$ cat src/hdl/erdr_pkg.sv
// Shared constants, widths and arithmetic helpers for the Euler dead-reckoning block.
package erdr_pkg;

  localparam int ANG_W = 15;
  localparam int VEL_W = 16;
  localparam int SEC_W = 32;
  localparam int NS_W = 30;
  localparam int ALT_W = 16;
  localparam int OUT_W = 44;

  localparam int TRIG_FRAC_BITS = 15;
  localparam longint MAX_STEP_NS = 2147483647;
  localparam int DT_W = 31;

  localparam int Q_W = TRIG_FRAC_BITS + 2;
  localparam int M_W = TRIG_FRAC_BITS + 3;
  localparam int GV_W = 20;

  localparam int MUL_W = 34;
  localparam int PROD_W = 2 * MUL_W;

  localparam int DIV_W = 64;
  localparam int DVSR_W = 20;
  localparam int DIV_RADIX_BITS = 4;
  localparam int DIV_CYCLES = DIV_W / DIV_RADIX_BITS;

  localparam int TERMS = 5;

  localparam logic [15:0] TURN_UNITS = 16'd23040;
  localparam logic [15:0] QUARTER_UNITS = 16'd5760;
  localparam logic [DVSR_W-1:0] HALF_UNITS = 20'd11520;
  localparam logic [31:0] PI_Q30 = 32'd3373259426;
  localparam logic [30:0] ONE_Q30 = 31'h40000000;
  localparam logic [30:0] ROUND_Q = 31'd1 << (29 - TRIG_FRAC_BITS);
  localparam logic [31:0] NS_PER_SEC = 32'd1000000000;
  localparam logic [DVSR_W-1:0] NS_PER_UM = 20'd1000000;

  localparam logic signed [PROD_W-1:0] RND_HALF =
    {{(PROD_W-1){1'b0}}, 1'b1} << (TRIG_FRAC_BITS - 1);
  localparam logic [DIV_W-1:0] OUT_POS = (64'd1 << (OUT_W - 1)) - 64'd1;

  // Round Q(2F) product to Q(F), half away from zero.
  function automatic logic signed [PROD_W-1:0] rnd_q(input logic signed [PROD_W-1:0] v);
    logic signed [PROD_W-1:0] mag;
    mag = -v;
    if (!v[PROD_W-1]) begin
      rnd_q = (v + RND_HALF) >>> TRIG_FRAC_BITS;
    end else begin
      rnd_q = -((mag + RND_HALF) >>> TRIG_FRAC_BITS);
    end
  endfunction

  // Clamp Q30 to one and round to Q(F).
  function automatic logic signed [Q_W-1:0] to_frac(input logic [30:0] x);
    logic [30:0] c;
    logic [30:0] s;
    c = (x > ONE_Q30) ? ONE_Q30 : x;
    s = (c + ROUND_Q) >> (30 - TRIG_FRAC_BITS);
    to_frac = Q_W'(s);
  endfunction

  // Taylor factorial ratios for the sine and cosine Horner chains.
  function automatic logic [DVSR_W-1:0] horner_div(input logic cos_ph, input logic [2:0] j);
    logic [3:0] sel;
    sel = {cos_ph, j};
    case (sel)
      4'd0: horner_div = DVSR_W'(110);
      4'd1: horner_div = DVSR_W'(72);
      4'd2: horner_div = DVSR_W'(42);
      4'd3: horner_div = DVSR_W'(20);
      4'd4: horner_div = DVSR_W'(6);
      4'd8: horner_div = DVSR_W'(132);
      4'd9: horner_div = DVSR_W'(90);
      4'd10: horner_div = DVSR_W'(56);
      4'd11: horner_div = DVSR_W'(30);
      4'd12: horner_div = DVSR_W'(12);
      default: horner_div = DVSR_W'(1);
    endcase
  endfunction

  // Apply sign to a micrometre magnitude and saturate to the output range.
  function automatic logic signed [OUT_W-1:0] sat_um(input logic neg, input logic [DIV_W-1:0] q);
    logic [OUT_W-1:0] low;
    low = q[OUT_W-1:0];
    if (!neg) begin
      sat_um = (q > OUT_POS) ? OUT_POS[OUT_W-1:0] : low;
    end else begin
      sat_um = (q > (OUT_POS + 64'd1)) ? {1'b1, {(OUT_W-1){1'b0}}} : -low;
    end
  endfunction

endpackage

$ cat src/hdl/erdr_mul.sv
// Shared signed multiplier with a registered product.
module erdr_mul (
  input  logic                                clk,
  input  logic signed [erdr_pkg::MUL_W-1:0]   a,
  input  logic signed [erdr_pkg::MUL_W-1:0]   b,
  output logic signed [erdr_pkg::PROD_W-1:0]  p
);
  import erdr_pkg::*;

  always_ff @(posedge clk) begin
    p <= a * b;
  end

endmodule

$ cat config.mk
export PLATFORM = sky130hd
export DESIGN_NAME = erdr_mul
export DESIGN_NICKNAME = d
export VERILOG_FILES = /design/src/hdl/erdr_pkg.sv /design/src/hdl/erdr_mul.sv
export SDC_FILE = /design/constraint.sdc
export NUM_CORES = 2
export LEC_CHECK = 0
export ABC_AREA = 1
export BUFFER_PORTS_ARGS = -buffer_cell sky130_fd_sc_hd__buf_2
export CAP_MARGIN = 0
export CORE_MARGIN = 1
export CORE_UTILIZATION = 60
export DETAILED_ROUTE_END_ITERATION = 8
export PLACE_DENSITY = 0.77
export SETUP_SLACK_MARGIN = 0.05
export SLEW_MARGIN = 20
export SYNTH_ARGS = -nofsm -noshare
export SYNTH_HDL_FRONTEND = slang
export SYNTH_SLANG_ARGS = --single-unit
$ cat constraint.sdc
create_clock -name clk -period 16.47 [get_ports clk]
set_input_delay 1.647 -clock clk [delete_from_list [all_inputs] [get_ports clk]]
set_output_delay 1.647 -clock clk [all_outputs]
set_load 0.02 [all_outputs]
# Word level (Yosys, flattened, before mapping)
# Index checks and enable logic that the tools add are counted.
# op_classes
mul	1
# ops
op	n
34-bit by 34-bit multiplier with 68-bit output	1
# word_totals
regBits	68
output_inout_bits	68
elab_cells	2

# Logic depth before layout (Yosys ltp)
# logic_depth
ltp_word	1
ltp_mapped	35
depth_no_buf	33

# Least setup slack after synthesis
# No wires, ideal clock.
# synth_timing
kind	input -> register
startpoint	input a[33] (netlist name)
endpoint	register p[66] (netlist name)
arrival_time_ns	8.358
required_time_ns	16.358
path_slack_ns	8.000
path_stages	24
path_buffers	2
path_cell_list	clkbuf_1 -> clkbuf_1 -> nand2_1 -> inv_1 -> fa_1 -> fa_1 -> fa_1 -> fa_1 -> inv_1 -> fa_1 -> fa_1 -> inv_1 -> fa_1 -> fa_1 -> ha_1 -> nand2_1 -> nor2_1 -> inv_1 -> nor2_2 -> nand2_1 -> nor3_1 -> nand2_2 -> nand3_1 -> nand2_1
# synth_via
elab_chain_len	1
# synth_rtl
item	line	rtl
start, declared	erdr_mul.sv:4	input logic signed [erdr_pkg::MUL_W-1:0] a,
34-bit by 34-bit multiplier with 68-bit output	erdr_mul.sv:11	p <= a * b;
end signal, assigned	erdr_mul.sv:11	
end, declared	erdr_mul.sv:6	output logic signed [erdr_pkg::PROD_W-1:0] p
# No other way between the ends.

# Final worst setup path
# layout_timing
startpoint	input b[10] (netlist name)
endpoint	register p[66] (netlist name)
# layout_via
elab_chain_len	1
# layout_rtl
item	line	rtl
start, declared	erdr_mul.sv:5	input logic signed [erdr_pkg::MUL_W-1:0] b,
34-bit by 34-bit multiplier with 68-bit output	erdr_mul.sv:11	
# No other way between the ends.

==> results.ini <==
[route]
drtAntennaViolNets = 0
drc = 0
wl_per_cell_um = 17.7
vias = 35500
drtPass1Iterations = 5
met3_length_mm = 9.31
m1WireLength_mm = 44.1
first_iter_violations = 2335
wirelength_mm = 122
highest_layer = met5
avgViaCountPerCell = 5.14
met2_length_mm = 61.8

[timing]
max_clock_freq_mhz = 111
final.period_utilization = 0.546
finalSetupTns_ns = 0
hold_viol_final = 0
period_needed_ns = 8.99
setup_viol = 0
rsz0062_at_grt = false
slew_violations = 0
relSlewSlack = 0.298
tightest_slew_ns = 1.05

[run]
maxCapViolCount = 0

[setup_path]
worstPathRequired_ns = 16.70
path_class = input port to flip-flop
end_kind = flip-flop
critPathArrivalTime_ns = 9.23
crit_start = b[10]
start_kind = input port
critPathMaxFanout = 34

[cts]
htreeDepth = 3
clk_pin_slew_ns = 0.06
post_cts_buffers = 0
cts_resized = 0
cts_buffers = 9
tritoncts = done
cts-root-buf = clkbuf_16
cts_buffer_depth = 2
holdBufCountCts = 0
cts.sinks = 68

[placement]
placed_area_um2 = 47300
port_buffers = 136
place_hpwl_mm = 103
place_congestion = 1.04

[global_route]
grt_pass1_wl_mm = 203
overflow = 0
antenna_found_initial = 2
grt_start_max_net_pins = 36
grt_usage = 0.335
first_global_vias = 39400

[floorplan]
initial_utilization = 0.608
row_count = 101
fp.dieArea_um2 = 78200
die_h_um = 280
num_io_pins = 137
core_area_um2 = 76100
dieWidth_um = 280

[synth]
ys_ff_latch = 68
yosysWarnings = 0
netlist_instances = 5972
synth.avg_cell_area_um2 = 7.74
synthDistinctLibCells = 32
syn-num-nets = 7486
ys_seq_area_frac = 0.0295
synth_area_um2 = 46200

[hold_path]
hold_path.class = input port to flip-flop
hp-start = a[0]

[layout]
fin_area_um2 = 47700
syn2layout_area_growth_pct = 3.09
nets = 7378
largest_reg_flops = 68
regMostFlops = p
drive_gt1_frac = 0.0392
nFillCells = 6581
reg.largest.list = p (68)

[status]
status = finished clean

[final timing paths]
| path | endpoint | slack, ns | cells past startpoint |
|---|---|---|---|
| worst min-delay path | p[0] | 1.87 | 4 |
| worst max-delay path | p[66] | 7.48 | 23 |
[kinds of logic after synthesis]
kind of cell,share of synthesized area
fa+ha+maj,0.593
xor+xnor,0.00663
buf+inv,0.194
flops,0.0295
compound gates,0.0113
simple gates,0.166
[through the flow]
step | setup WS [ns] | cells | util | hold slack (ns)
final | 7.48 | 6900 | 0.626 | 1.87
after global routing | 7.04 | 6900 | 0.626 | 1.89
after CTS | 7.27 | 6899 | 0.626 | 1.86
after detailed placement | 6.92 | 6883 | 0.622 | 2.06
after global placement | 7.02 | 6883 | 0.622 | 2.06
after floorplan | 8.00 | 5972 | - | 1.93
[metal layers]
layer,GRT usage,vias up
met2,0.596,1563
li1,-,15800
met1,0.400,17700
met5,0,-
met4,0.158,2
met3,0.0465,443
[synthesized netlist by cell type]
master    count  area share
a21oi_1      59      0.0064
nand2b_1      1     0.00014
xor2_1       33      0.0063
inv_2         3     0.00024
nand4_1      19      0.0026
or2_2         8      0.0011
a21o_1        1     0.00016
o21a_1        1     0.00016
nor3_4        2     0.00070
o21ai_1       1     0.00011
nand2_1    1661        0.13
nand3_1      70      0.0076
clkbuf_1    269       0.022
nor2_1      115      0.0093
ha_1        204       0.055
o21ai_0      18      0.0019
nor2_2        9      0.0012
nand3b_1      3     0.00049
buf_1         2     0.00016
nor3_1       15      0.0016
and2_1        1     0.00014
nand2_4       2     0.00049
nor3_2        5      0.0011
nand3_2       7      0.0015
xnor2_1       2     0.00038
dfxtp_1      68       0.029
a21oi_2       4     0.00076
o21bai_1     11      0.0018
nand2_2      20      0.0027
nor4_2        1     0.00027
inv_1      2116        0.17
fa_1       1241        0.54
[placed cells by master, fill, tap and decap left out, types with 4 or more instances in the layout]
| cell type | instances |
|---|---|
| nand3_1 | 70 |
| nand2_2 | 20 |
| buf_2 | 136 |
| ha_1 | 204 |
| inv_1 | 2115 |
| o21ai_0 | 18 |
| or2_2 | 8 |
| o21bai_1 | 11 |
| nor2_1 | 115 |
| nand3_2 | 7 |
| nand4_1 | 19 |
| a21oi_1 | 59 |
| clkbuf_16 | 9 |
| a21oi_2 | 4 |
| dfxtp_1 | 68 |
| nor2_2 | 9 |
| nand2_1 | 1661 |
| nor3_2 | 5 |
| buf_4 | 16 |
| fa_1 | 1240 |
| xor2_1 | 33 |
| nor3_1 | 15 |
[layout make-up]
type	count	area [µm²]	area share
timing repair buffer	152	801	0.0168
antenna	1	2.50	0.0000525
multi-input combinational	3514	35900	0.753
inverter	2119	7950	0.167
clock inverter	6	111	0.00234
clock buffer	10	239	0.00502
tap	1030	1290	0.0270
sequential	68	1360	0.0286
[critical path: stages]
cell     delay [ns]
buf_2          0.64
nand2_1        0.28
fa_1           0.69
fa_1           0.89
inv_1          0.12
fa_1           0.90
fa_1           0.56
fa_1           0.54
inv_1          0.05
fa_1           0.46
fa_1           0.41
fa_1           0.51
inv_1          0.04
ha_1           0.40
inv_1          0.12
nor3_1         0.28
nand2_1        0.08
inv_1          0.07
nand2_1        0.08
nor3_1         0.19
nand2_2        0.09
nand3_1        0.08
nand2_1        0.06
Power is not shown: default switching activity piles up to over one toggle a cycle in this logic, so the estimate is an artifact.
