--- src/hdl/erdr_pkg.sv ---
// Shared constants, widths and arithmetic helpers for the Euler dead-reckoning block.
package erdr_pkg;

  localparam int ANG_W = 15;
  localparam int VEL_W = 16;
  localparam int SEC_W = 32;
  localparam int NS_W = 30;
  localparam int ALT_W = 16;
  localparam int OUT_W = 44;

  localparam int TRIG_FRAC_BITS = 15;
  localparam longint MAX_STEP_NS = 2147483647;
  localparam int DT_W = 31;

  localparam int Q_W = TRIG_FRAC_BITS + 2;
  localparam int M_W = TRIG_FRAC_BITS + 3;
  localparam int GV_W = 20;

  localparam int MUL_W = 34;
  localparam int PROD_W = 2 * MUL_W;

  localparam int DIV_W = 64;
  localparam int DVSR_W = 20;
  localparam int DIV_RADIX_BITS = 4;
  localparam int DIV_CYCLES = DIV_W / DIV_RADIX_BITS;

  localparam int TERMS = 5;

  localparam logic [15:0] TURN_UNITS = 16'd23040;
  localparam logic [15:0] QUARTER_UNITS = 16'd5760;
  localparam logic [DVSR_W-1:0] HALF_UNITS = 20'd11520;
  localparam logic [31:0] PI_Q30 = 32'd3373259426;
  localparam logic [30:0] ONE_Q30 = 31'h40000000;
  localparam logic [30:0] ROUND_Q = 31'd1 << (29 - TRIG_FRAC_BITS);
  localparam logic [31:0] NS_PER_SEC = 32'd1000000000;
  localparam logic [DVSR_W-1:0] NS_PER_UM = 20'd1000000;

  localparam logic signed [PROD_W-1:0] RND_HALF =
    {{(PROD_W-1){1'b0}}, 1'b1} << (TRIG_FRAC_BITS - 1);
  localparam logic [DIV_W-1:0] OUT_POS = (64'd1 << (OUT_W - 1)) - 64'd1;

  // Round Q(2F) product to Q(F), half away from zero.
  function automatic logic signed [PROD_W-1:0] rnd_q(input logic signed [PROD_W-1:0] v);
    logic signed [PROD_W-1:0] mag;
    mag = -v;
    if (!v[PROD_W-1]) begin
      rnd_q = (v + RND_HALF) >>> TRIG_FRAC_BITS;
    end else begin
      rnd_q = -((mag + RND_HALF) >>> TRIG_FRAC_BITS);
    end
  endfunction

  // Clamp Q30 to one and round to Q(F).
  function automatic logic signed [Q_W-1:0] to_frac(input logic [30:0] x);
    logic [30:0] c;
    logic [30:0] s;
    c = (x > ONE_Q30) ? ONE_Q30 : x;
    s = (c + ROUND_Q) >> (30 - TRIG_FRAC_BITS);
    to_frac = Q_W'(s);
  endfunction

  // Taylor factorial ratios for the sine and cosine Horner chains.
  function automatic logic [DVSR_W-1:0] horner_div(input logic cos_ph, input logic [2:0] j);
    logic [3:0] sel;
    sel = {cos_ph, j};
    case (sel)
      4'd0: horner_div = DVSR_W'(110);
      4'd1: horner_div = DVSR_W'(72);
      4'd2: horner_div = DVSR_W'(42);
      4'd3: horner_div = DVSR_W'(20);
      4'd4: horner_div = DVSR_W'(6);
      4'd8: horner_div = DVSR_W'(132);
      4'd9: horner_div = DVSR_W'(90);
      4'd10: horner_div = DVSR_W'(56);
      4'd11: horner_div = DVSR_W'(30);
      4'd12: horner_div = DVSR_W'(12);
      default: horner_div = DVSR_W'(1);
    endcase
  endfunction

  // Apply sign to a micrometre magnitude and saturate to the output range.
  function automatic logic signed [OUT_W-1:0] sat_um(input logic neg, input logic [DIV_W-1:0] q);
    logic [OUT_W-1:0] low;
    low = q[OUT_W-1:0];
    if (!neg) begin
      sat_um = (q > OUT_POS) ? OUT_POS[OUT_W-1:0] : low;
    end else begin
      sat_um = (q > (OUT_POS + 64'd1)) ? {1'b1, {(OUT_W-1){1'b0}}} : -low;
    end
  endfunction

endpackage

--- src/hdl/erdr_div.sv ---
// Iterative unsigned divider, several quotient bits per cycle.
module erdr_div (
  input  logic                              clk,
  input  logic                              rst,
  input  logic                              start,
  input  logic [erdr_pkg::DIV_W-1:0]        dividend,
  input  logic [erdr_pkg::DVSR_W-1:0]       divisor,
  output logic                              done,
  output logic [erdr_pkg::DIV_W-1:0]        quotient
);
  import erdr_pkg::*;

  localparam int CNT_W = $clog2(DIV_CYCLES);

  logic [DIV_W-1:0]  qr;
  logic [DVSR_W:0]   rem;
  logic [DVSR_W-1:0] dvsr;
  logic [CNT_W-1:0]  cnt;
  logic              busy;
  logic [DIV_W-1:0]  qr_next;
  logic [DVSR_W:0]   rem_next;

  always_comb begin
    qr_next = qr;
    rem_next = rem;
    for (int i = 0; i < DIV_RADIX_BITS; i++) begin
      rem_next = {rem_next[DVSR_W-1:0], qr_next[DIV_W-1]};
      qr_next = {qr_next[DIV_W-2:0], 1'b0};
      if (rem_next >= {1'b0, dvsr}) begin
        rem_next = rem_next - {1'b0, dvsr};
        qr_next[0] = 1'b1;
      end
    end
  end

  always_ff @(posedge clk) begin
    if (rst) begin
      busy <= 1'b0;
      done <= 1'b0;
      cnt <= '0;
    end else begin
      done <= 1'b0;
      if (start) begin
        busy <= 1'b1;
        cnt <= '0;
      end else if (busy) begin
        cnt <= cnt + 1'b1;
        if (cnt == CNT_W'(DIV_CYCLES - 1)) begin
          busy <= 1'b0;
          done <= 1'b1;
        end
      end
    end
  end

  always_ff @(posedge clk) begin
    if (start) begin
      qr <= dividend;
      rem <= '0;
      dvsr <= divisor;
    end else if (busy) begin
      qr <= qr_next;
      rem <= rem_next;
    end
  end

  assign quotient = qr;

endmodule

--- config.mk ---
export PLATFORM = sky130hd
export DESIGN_NAME = erdr_div
export DESIGN_NICKNAME = d
export VERILOG_FILES = /design/src/hdl/erdr_pkg.sv /design/src/hdl/erdr_div.sv
export SDC_FILE = /design/constraint.sdc
export NUM_CORES = 1
export LEC_CHECK = 0
export ABC_AREA = 1
export BUFFER_PORTS_ARGS = -buffer_cell sky130_fd_sc_hd__buf_4
export CAP_MARGIN = 20
export CORE_ASPECT_RATIO = 0.7
export CORE_MARGIN = 2
export CORE_UTILIZATION = 55
export DETAILED_ROUTE_END_ITERATION = 7
export PLACE_DENSITY = 0.78
export SLEW_MARGIN = 20
export SYNTH_ARGS = -nofsm -noshare
export SYNTH_HDL_FRONTEND = slang
export SYNTH_SLANG_ARGS = --single-unit
--- constraint.sdc ---
create_clock -name clk -period 10.07 [get_ports clk]
set_clock_uncertainty 0.15 [all_clocks]
set_input_delay 1.007 -clock clk [delete_from_list [all_inputs] [get_ports clk]]
set_output_delay 1.007 -clock clk [all_outputs]
set_load 0.005 [all_outputs]
Word-level counts from Yosys, hierarchy flattened

Cells that the tools add are included.

Multiplexer cells: 14
Add/subtract/negate cells: 5
Bitwise operators: 1
Equality and inequality tests: 1
$lt $le $gt $ge: 4
Reductions and logical operators: 3

Operators with widths:

| kind                  | number |
|---|---|
| $mux W64              | 2 |
| $ge A21 B20 Y1        | 4 |
| $mux W20              | 4 |
| $sub A20 B20 Y20      | 4 |
| $mux W1               | 8 |
| $add A4 B1 Y4 const B | 1 |
| $eq A4 B4 Y1 const B  | 1 |
| $reduce_or A3 Y1      | 1 |
| $reduce_bool A2 Y1    | 1 |
| $reduce_or A2 Y1      | 1 |
| $not A1 Y1            | 1 |

Input bits: 87
Register bits: 110
Word-level logic and storage cells: 34
Output and inout port bits: 65

Longest topological paths before layout

Gate-level depths: netlist of run 1.

Depth in word-level cells: 10
Mapped depth: 64
Mapped depth without buffers: 60

Least setup slack after synthesis of run 1

OpenSTA, ideal clock, no wires.

Path type: register -> register
Start: register dvsr[1]
End: register rem[15]
Required time: 9.807 ns
Setup slack: 2.607 ns
Data arrival time: 7.200 ns
Clock period less this slack: 7.463 ns
Setup time: 0.113 ns
Buffers on the path: 6
Cell stages (with the launch flop): 56
Path through: edfxtp_1 inv_1 ha_1 nand2_1 inv_2 nand3_1 nand3_1 nand2_1 nand4_4 buf_2 buf_2 o21ai_0 inv_1 ha_1 nand2_1 nor2_1 nand2_1 nand2_1 [20 not listed] buf_4 buf_6 nand2_1 nand2_1 inv_1 ha_1 nand2_1 o21ai_0 a21oi_1 o21ai_0 a21boi_0 o21ai_0 nand3_1 nand2_1 xnor2_1 nand2_1 nand3_1 nand2_1

Word-level cells in the longest chain between the ends: 8
Elaborated cells between the ends (all ways): 12
Those cells by class: add/sub (4); order compare (4); mux (4)

Ends and longest elaborated chain:

| element                                                   | RTL line                       | text |
|---|---|---|
| start: declaration                                        | erdr_div.sv:17                 | `logic [DVSR_W-1:0] dvsr;` |
| start signal: assignment                                  | erdr_div.sv:60                 | `dvsr <= divisor;` |
| $sub A20 B20 Y20 / $ge A21 B20 Y1 (equally long branches) | erdr_div.sv:30, erdr_div.sv:29 |  |
| $mux W20                                                  | erdr_div.sv:29                 | `if (rem_next >= {1'b0, dvsr}) begin` |
| $sub A20 B20 Y20 / $ge A21 B20 Y1 (equally long branches) | erdr_div.sv:30, erdr_div.sv:29 |  |
| $mux W20                                                  | erdr_div.sv:29                 |  |
| $sub A20 B20 Y20 / $ge A21 B20 Y1 (equally long branches) | erdr_div.sv:30, erdr_div.sv:29 |  |
| $mux W20                                                  | erdr_div.sv:29                 |  |
| $sub A20 B20 Y20 / $ge A21 B20 Y1 (equally long branches) | erdr_div.sv:30, erdr_div.sv:29 |  |
| $mux W20 *                                                | erdr_div.sv:29                 |  |
| end signal: assignment                                    | erdr_div.sv:63                 | `rem <= rem_next;` |
| end: declaration                                          | erdr_div.sv:16                 | `logic [DVSR_W:0] rem;` |

Mark *: on every way between the ends. The rest lies on a longest branch, timed or not.
A chain may end at the register's enable or synchronous reset.

Worst setup path in the final report of run 1

Start: register dvsr[18]
End: register rem[13]

Word-level cells in the longest chain between the ends: 8
Elaborated cells between the ends (all ways): 12
Those cells by class: add/sub (4); order compare (4); mux (4)

Ends and longest elaborated chain:

| element                                                   | RTL line |
|---|---|
| $sub A20 B20 Y20 / $ge A21 B20 Y1 (equally long branches) | erdr_div.sv:30, erdr_div.sv:29 |
| $mux W20                                                  | erdr_div.sv:29 |
| $sub A20 B20 Y20 / $ge A21 B20 Y1 (equally long branches) | erdr_div.sv:30, erdr_div.sv:29 |
| $mux W20                                                  | erdr_div.sv:29 |
| $ge A21 B20 Y1 / $sub A20 B20 Y20 (equally long branches) | erdr_div.sv:29, erdr_div.sv:30 |
| $mux W20                                                  | erdr_div.sv:29 |
| $sub A20 B20 Y20 / $ge A21 B20 Y1 (equally long branches) | erdr_div.sv:30, erdr_div.sv:29 |
| $mux W20 *                                                | erdr_div.sv:29 |

Marks and branches as above.

==> reports/summary.md, run 1 <==
• run status: complete, no violations
• die span in x: 165 µm
• number of buffers created by CTS: 9
• Hold Violations, Final: 0
• mean routed wirelength per cell: 18.2 µm
• number of global-route vias before repair: 9090
• estimated wirelength of the detail-placed design: 27100 µm
• Final Max Slew Viols: 0
• largest net degree at the start of global routing: 68
• remaining max-slew budget at the tightest pin: 45.7%
• reg2reg path depth: 47
• mean post-synth cell area: 6.74 µm²
• total buffers and inverters traversed by the critical path: 7
• number of antenna violations at the first check in global routing: 2
• Worst R2R Start: dvsr[18]
• setup total negative slack: 0 ns
• shortest clock period the worst path allows after layout: 9.41 ns
• total grt overflow: 0
• buffers added on ports: 151
• total cell area at the placement stage: 0.0113 mm²
• top cell types by occurrence after synthesis: 590 x nand2_1, 187 x inv_1, 118 x nand3_1
• final instance area: 0.0117 mm²
• worst-skew pair later-pin latency: 0.37 ns
• Least-Margin Pin Slew: 0.814 ns
• core region area: 0.0179 mm²
• Slowest Stage Delay on Critical Path: 0.52 ns
• number of enable-type register cells in the synthesized netlist: 84
• kind of cell with the highest combined delay on the critical path: simple AND/OR/NAND/NOR gates
• H-tree depth: 3
• category of the most critical setup path: flip-flop to flip-flop
• endpoint of the worst-slack reg-to-reg timing path: rem[13]
• highest fanout seen on the critical path: 21
• ranking of synthesized cells by area: edfxtp_1 25%, nand2_1 22%, ha_1 10%
• Most used DFF post-synth: edfxtp_1
• cell accounting for the most synthesized area: edfxtp_1
• CTS Hold Buffers Added: 0
• number of distinct library cells after synthesis: 41
• number of violations reported at the end of detailed-routing iteration 0: 1361
• endpoint required time on the critical path: 10.17 ns
• post-CTS clock slew at the launch and capture registers of the worst setup and hold paths: 0.08 ns
• placed instance count: 1845
• number of nets still failing antenna checks after routing: 0
• number of vias per cell: 5.57
• count of pins on the block boundary: 152
• endpoint of the worst hold-timing path: rem[1]
• sequential element share of the synthesized area: 30.6%
• portion of the clock cycle consumed by the worst path in the final layout: 93.4%
• non-filler cells, final: 1868
• area growth from synthesis to layout: 17.7%
• register bit total from synthesis: 110
• number of buffers on the longest clock path: 2
• wire length of the first global-routing pass: 51300 µm
• Final setup violation count: 0
• Initial DRT Pass Iterations: 5
• Vias: 10396
• share of the synthesized area in the top cell type: 25.4%
• worst hold path startpoint: rem[1]
• Root Buffer: clkbuf_16
• share of layout cells above drive strength 1: 15.3%
• final-stage net count: 1796
• Net Count, Synth: 1647
• count of cells along the worst hold path: 2
• Routed Wire Length: 34000 µm
• Synth Cell Area: 0.00994 mm²
• setup repair after global routing missed its margin: no
• Remaining DRCs: 0
• slowest stage cell, crit path: nor4_1
• most used cell along the critical path: nand2_1
• aggregate global-route resource usage: 35.9%
• r2r setup slk: 0.66 ns
• Initial Utilization: 55.7%
• first element of the critical path: dvsr[18]
• startpoint kind of the worst setup timing path: flip-flop
• Placer Congestion: 1.08
• critical path capture point type: flip-flop
• CTS tree: done
• total die area: 0.0192 mm²
• Post-Route Utilization: 65.5%
• HP Class: flip-flop to flip-flop
• die boundary height: 116 µm
• Worst EP arrival: 9.51 ns
• fraction of registers with async set/reset: 0%
• number of maximum-capacitance violations: 0
• highest achievable clock rate: 106 MHz
• number of standard cells after synthesis: 1475
• number of core rows: 41
• Syn. warnings: 0
• Clock Sink Count: 110
• leading cell type by number of instances after synthesis: nand2_1
==> worst max path at each step <==
stage,to,depth (start not counted)
floorplan,rem[15],55
global placement,rem[12],48
detailed placement,rem[13],53
CTS,rem[12],48
global route,rem[15],51
finish,rem[13],47
==> area by class of cell <==
cell class / count / area [µm²]
Tap cell: 236 / 295
Fill cell: 1649 / 6150
Inverter: 197 / 739
Sequential cell: 110 / 3040
Clock inverter: 7 / 76.3
Clock buffer: 9 / 225
Timing Repair Buffer: 177 / 1330
Multi-Input combinational cell: 1129 / 5980
Antenna cell: 3 / 7.51
==> routing by layer <==
| metal | routed length [µm] | share of wire [%] | vias to the layer above | GRT usage [%] |
|---|---|---|---|---|
| met1 | 15600 | 46 | 4749 | 55.1 |
| met5 | 13 | 0.038 | - | 0 |
| met4 | 546 | 1.6 | 2 | 6.43 |
| li1 | - | - | 5030 | - |
| met2 | 13100 | 39 | 573 | 48.0 |
| met3 | 4740 | 14 | 42 | 13.1 |
==> registers in the layout, summed over array words and instances, names as in the netlist <==
name,flops
quotient,64
dvsr,20
rem,20
cnt,4
busy,1
done,1
==> worst min-delay path: cells and delay by family, from the launching register on <==
family | cells | cell delay [ns]
AND/OR/NAND/NOR | 2 | 0.12
flip-flops | 1 | 0.33
==> metrics by stage <==
stage | worst slack (ns) | hold WS (ns)
final | 0.664 | 0.335
after global routing | 0.0582 | 0.348
after CTS | 0.611 | 0.331
after detailed placement | 0.668 | 0.319
after global placement | 0.723 | 0.317
after floorplan | 2.61 | 0.294
==> placed cells by master, fill, tap and decap left out, types with 31 or more instances in the layout <==
master    instances
a21oi_1          64
xnor2_1          36
nor2_1           67
nand2_1         590
inv_1           185
buf_4           177
o21ai_0          31
edfxtp_1         84
ha_1             81
nand3_1         117
==> repair_timing <==
item / in CTS / in global routing
endpoints found under the setup margin: 0 / 21
setup buffers: 0 / 3
gates resized for setup: 0 / 7
==> logic make-up (layout without fill, tap and decap cells) <==
| logic type | Yosys count | after routing | share of synthesized area (%) |
|---|---|---|---|
| adder cells (fa/ha/maj) | 85 | 85 | 11.0 |
| AND/OR/NAND/NOR | 854 | 855 | 36.4 |
| buffers and inverters | 237 | 390 | 9.59 |
| XOR/XNOR | 57 | 57 | 5.02 |
| AO/OA/AOI/OAI | 132 | 132 | 7.37 |
| other | 0 | 3 | 0 |
| flip-flops | 110 | 110 | 30.6 |
Power of run 1 is left out: the tool's default activity adds up to more than one toggle a clock period on the data nets, which glitch-free logic cannot reach.
==> inputs of run 2 (changes only) <==
- clock period: 10.07 -> 12.05 ns (I/O delays scaled with it)
==> run 2 against run 1 <==
  * Die area did not move
  * Wire length fell by 5.6%
  * Clock-buffer cell count did not move
  * First-iteration DRC count fell by 11%
  * Sequential share of layout area rose by 0.41 points
  * Cell count fell by 1.2%
  * Sequential cell count did not move
  * Via count fell by 2.8%
  * Global-route usage fell by 1.9 points
  * Maximum frequency fell by 13%
  * Critical path depth rose by 4
  * Highest routed layer is now met4
==> reports/summary.md, run 2 (synthesized netlist as in run 1, its figures left out) <==
• run status: complete, no violations, unchanged
• die span in x: 165 µm, unchanged
• total cell area at the placement stage: 0.0112 mm², was 0.0113 mm²
• endpoint of the worst hold-timing path: rem[1], unchanged
• number of maximum-capacitance violations: 0, unchanged
• endpoint required time on the critical path: 12.20 ns, was 10.17 ns
• total die area: 0.0192 mm², unchanged
• estimated wirelength of the detail-placed design: 24900 µm, was 27100 µm
• reg2reg path depth: 51, was 47
• number of buffers on the longest clock path: 2, unchanged
• antenna diode count: 0, was 3
• count of pins on the block boundary: 152, unchanged
• CTS tree: done, unchanged
• most used cell along the critical path: nand2_1, unchanged
• Root Buffer: clkbuf_16, unchanged
• post-CTS clock slew at the launch and capture registers of the worst setup and hold paths: 0.09 ns, was 0.08 ns
• buffers added on ports: 151, unchanged
• number of vias per cell: 5.47, was 5.57
• Initial Utilization: 55.7%, unchanged
• number of buffers created by CTS: 9, unchanged
• setup slack of the critical path after layout: 1.21 ns, was 0.664 ns
• shortest clock period the worst path allows after layout: 10.84 ns, was 9.41 ns
• Routed Wire Length: 32100 µm, was 34000 µm
• aggregate global-route resource usage: 34.0%, was 35.9%
• worst hold path startpoint: rem[1], unchanged
• Remaining DRCs: 0, unchanged
• Final Max Slew Viols: 0, unchanged
• area growth from synthesis to layout: 15.9%, was 17.7%
• number of buffers inserted by post-CTS setup repair: 0, unchanged
• Least-Margin Pin Slew: 1.04 ns, was 0.814 ns
• largest net degree at the start of global routing: 68, unchanged
• core region area: 0.0179 mm², unchanged
• H-tree depth: 3, unchanged
• most frequent cells in the layout: 590 x nand2_1, 185 x inv_1, 157 x buf_4, was 590 x nand2_1, 185 x inv_1, 177 x buf_4
• DP Worst Slack: 1.37 ns, was 0.668 ns
• count of filler cells inserted in the layout: 1648, was 1649
• category of the most critical setup path: flip-flop to flip-flop, unchanged
• endpoint of the worst-slack reg-to-reg timing path: rem[18], was rem[13]
• number of global-route vias before repair: 8985, was 9090
• placed instance count: 1828, was 1845
• number of antenna violations at the first check in global routing: 0, was 2
• Vias: 10100, was 10396
• startpoint kind of the worst setup timing path: flip-flop, unchanged
• wire length of the first global-routing pass: 49200 µm, was 51300 µm
• number of nets still failing antenna checks after routing: 0, unchanged
• slowest stage cell, crit path: nand2_1, was nor4_1
• Worst EP arrival: 10.98 ns, was 9.51 ns
• Worst R2R Start: dvsr[1], was dvsr[18]
• Slowest Stage Delay on Critical Path: 0.76 ns, was 0.52 ns
• die boundary height: 116 µm, unchanged
• Placer Congestion: 1.01, was 1.08
• Hold Violations, Final: 0, unchanged
• final instance area: 0.0115 mm², was 0.0117 mm²
• Clock Sink Count: 110, unchanged
• share of layout cells above drive strength 1: 14.1%, was 15.3%
• critical path capture point type: flip-flop, unchanged
• area occupied by multi-input gates: 0.00595 mm², was 0.00598 mm²
• mean routed wirelength per cell: 17.4 µm, was 18.2 µm
• register cell area after layout: 0.00304 mm², unchanged
• remaining max-slew budget at the tightest pin: 30.7%, was 45.7%
• kind of cell with the highest combined delay on the critical path: simple AND/OR/NAND/NOR gates, unchanged
• final-stage net count: 1776, was 1796
• most common cell after layout, fill and taps aside: nand2_1, unchanged
• total buffers and inverters traversed by the critical path: 6, was 7
• highest fanout seen on the critical path: 36, was 21
• HP Class: flip-flop to flip-flop, unchanged
• number of core rows: 41, unchanged
• setup total negative slack: 0 ns, unchanged
• setup repair after global routing missed its margin: no, unchanged
• worst-skew pair later-pin latency: 0.37 ns, about the same
• highest achievable clock rate: 92.3 MHz, was 106 MHz
• number of violations reported at the end of detailed-routing iteration 0: 1209, was 1361
• r2r setup slk: 1.21 ns, was 0.66 ns
• Initial DRT Pass Iterations: 6, was 5
• total grt overflow: 0, unchanged
• max reg flops: 64, unchanged
• Final setup violation count: 0, unchanged
• non-filler cells, final: 1845, was 1868
• count of cells along the worst hold path: 2, unchanged
• portion of the clock cycle consumed by the worst path in the final layout: 89.9%, was 93.4%
## run 2: stage by stage
| stage | utilization, % | hold WS, ns |
|---|---|---|
| 2_1_floorplan | - | 0.294 |
| 3_3_place_gp | 62.7 | 0.315 |
| 3_5_place_dp | 62.8 | 0.319 |
| 4_1_cts | 64.5 | 0.332 |
| 5_1_grt | 64.5 | 0.365 |
| 6_report | 64.5 | 0.332 |
## run 2: cell type report
type / count / area share (%)
timing repair buffer: 157 / 10.2
sequential: 110 / 26.4
clock inverter: 7 / 0.717
tap: 236 / 2.56
clock buffer: 9 / 1.96
multi-input combinational: 1129 / 51.7
inverter: 197 / 6.42
## run 2: timing repair
| action | 4_1_cts | 5_1_grt |
|---|---|---|
| setup endpoints to repair | 0 | 5 |
| gates resized for setup | 0 | 0 |
| hold buffers | 0 | 0 |
## run 2: how the worst max path moves through the flow
stage	from	endpoint	slack, ns	depth (start not counted)
after floorplan	dvsr[1]	rem[15]	4.59	55
after global placement	dvsr[18]	rem[6]	1.58	51
after detailed placement	dvsr[1]	rem[11]	1.37	51
after CTS	dvsr[1]	rem[13]	1.31	51
after global routing	dvsr[1]	rem[18]	0.23	52
final	dvsr[1]	rem[18]	1.21	51
## run 2: routing by layer
metal	vias up	GRT usage [%]	part of all wire, %
met4	0	9.86	2.6
met3	54	8.24	13
met5	-	0	0
met2	529	47.6	40
met1	4531	51.6	45
li1	4986	-	-
## run 2: worst register-to-register path, delay by kind of cell, from the launching register on
family,cells,cell delay [ns]
AND/OR/NAND/NOR,32,6.53
adder cells (fa/ha/maj),4,1.27
AO/OA/AOI/OAI,9,1.63
buffers and inverters,6,0.72
flip-flops,1,0.47
Power of run 2 is left out for the same reason.
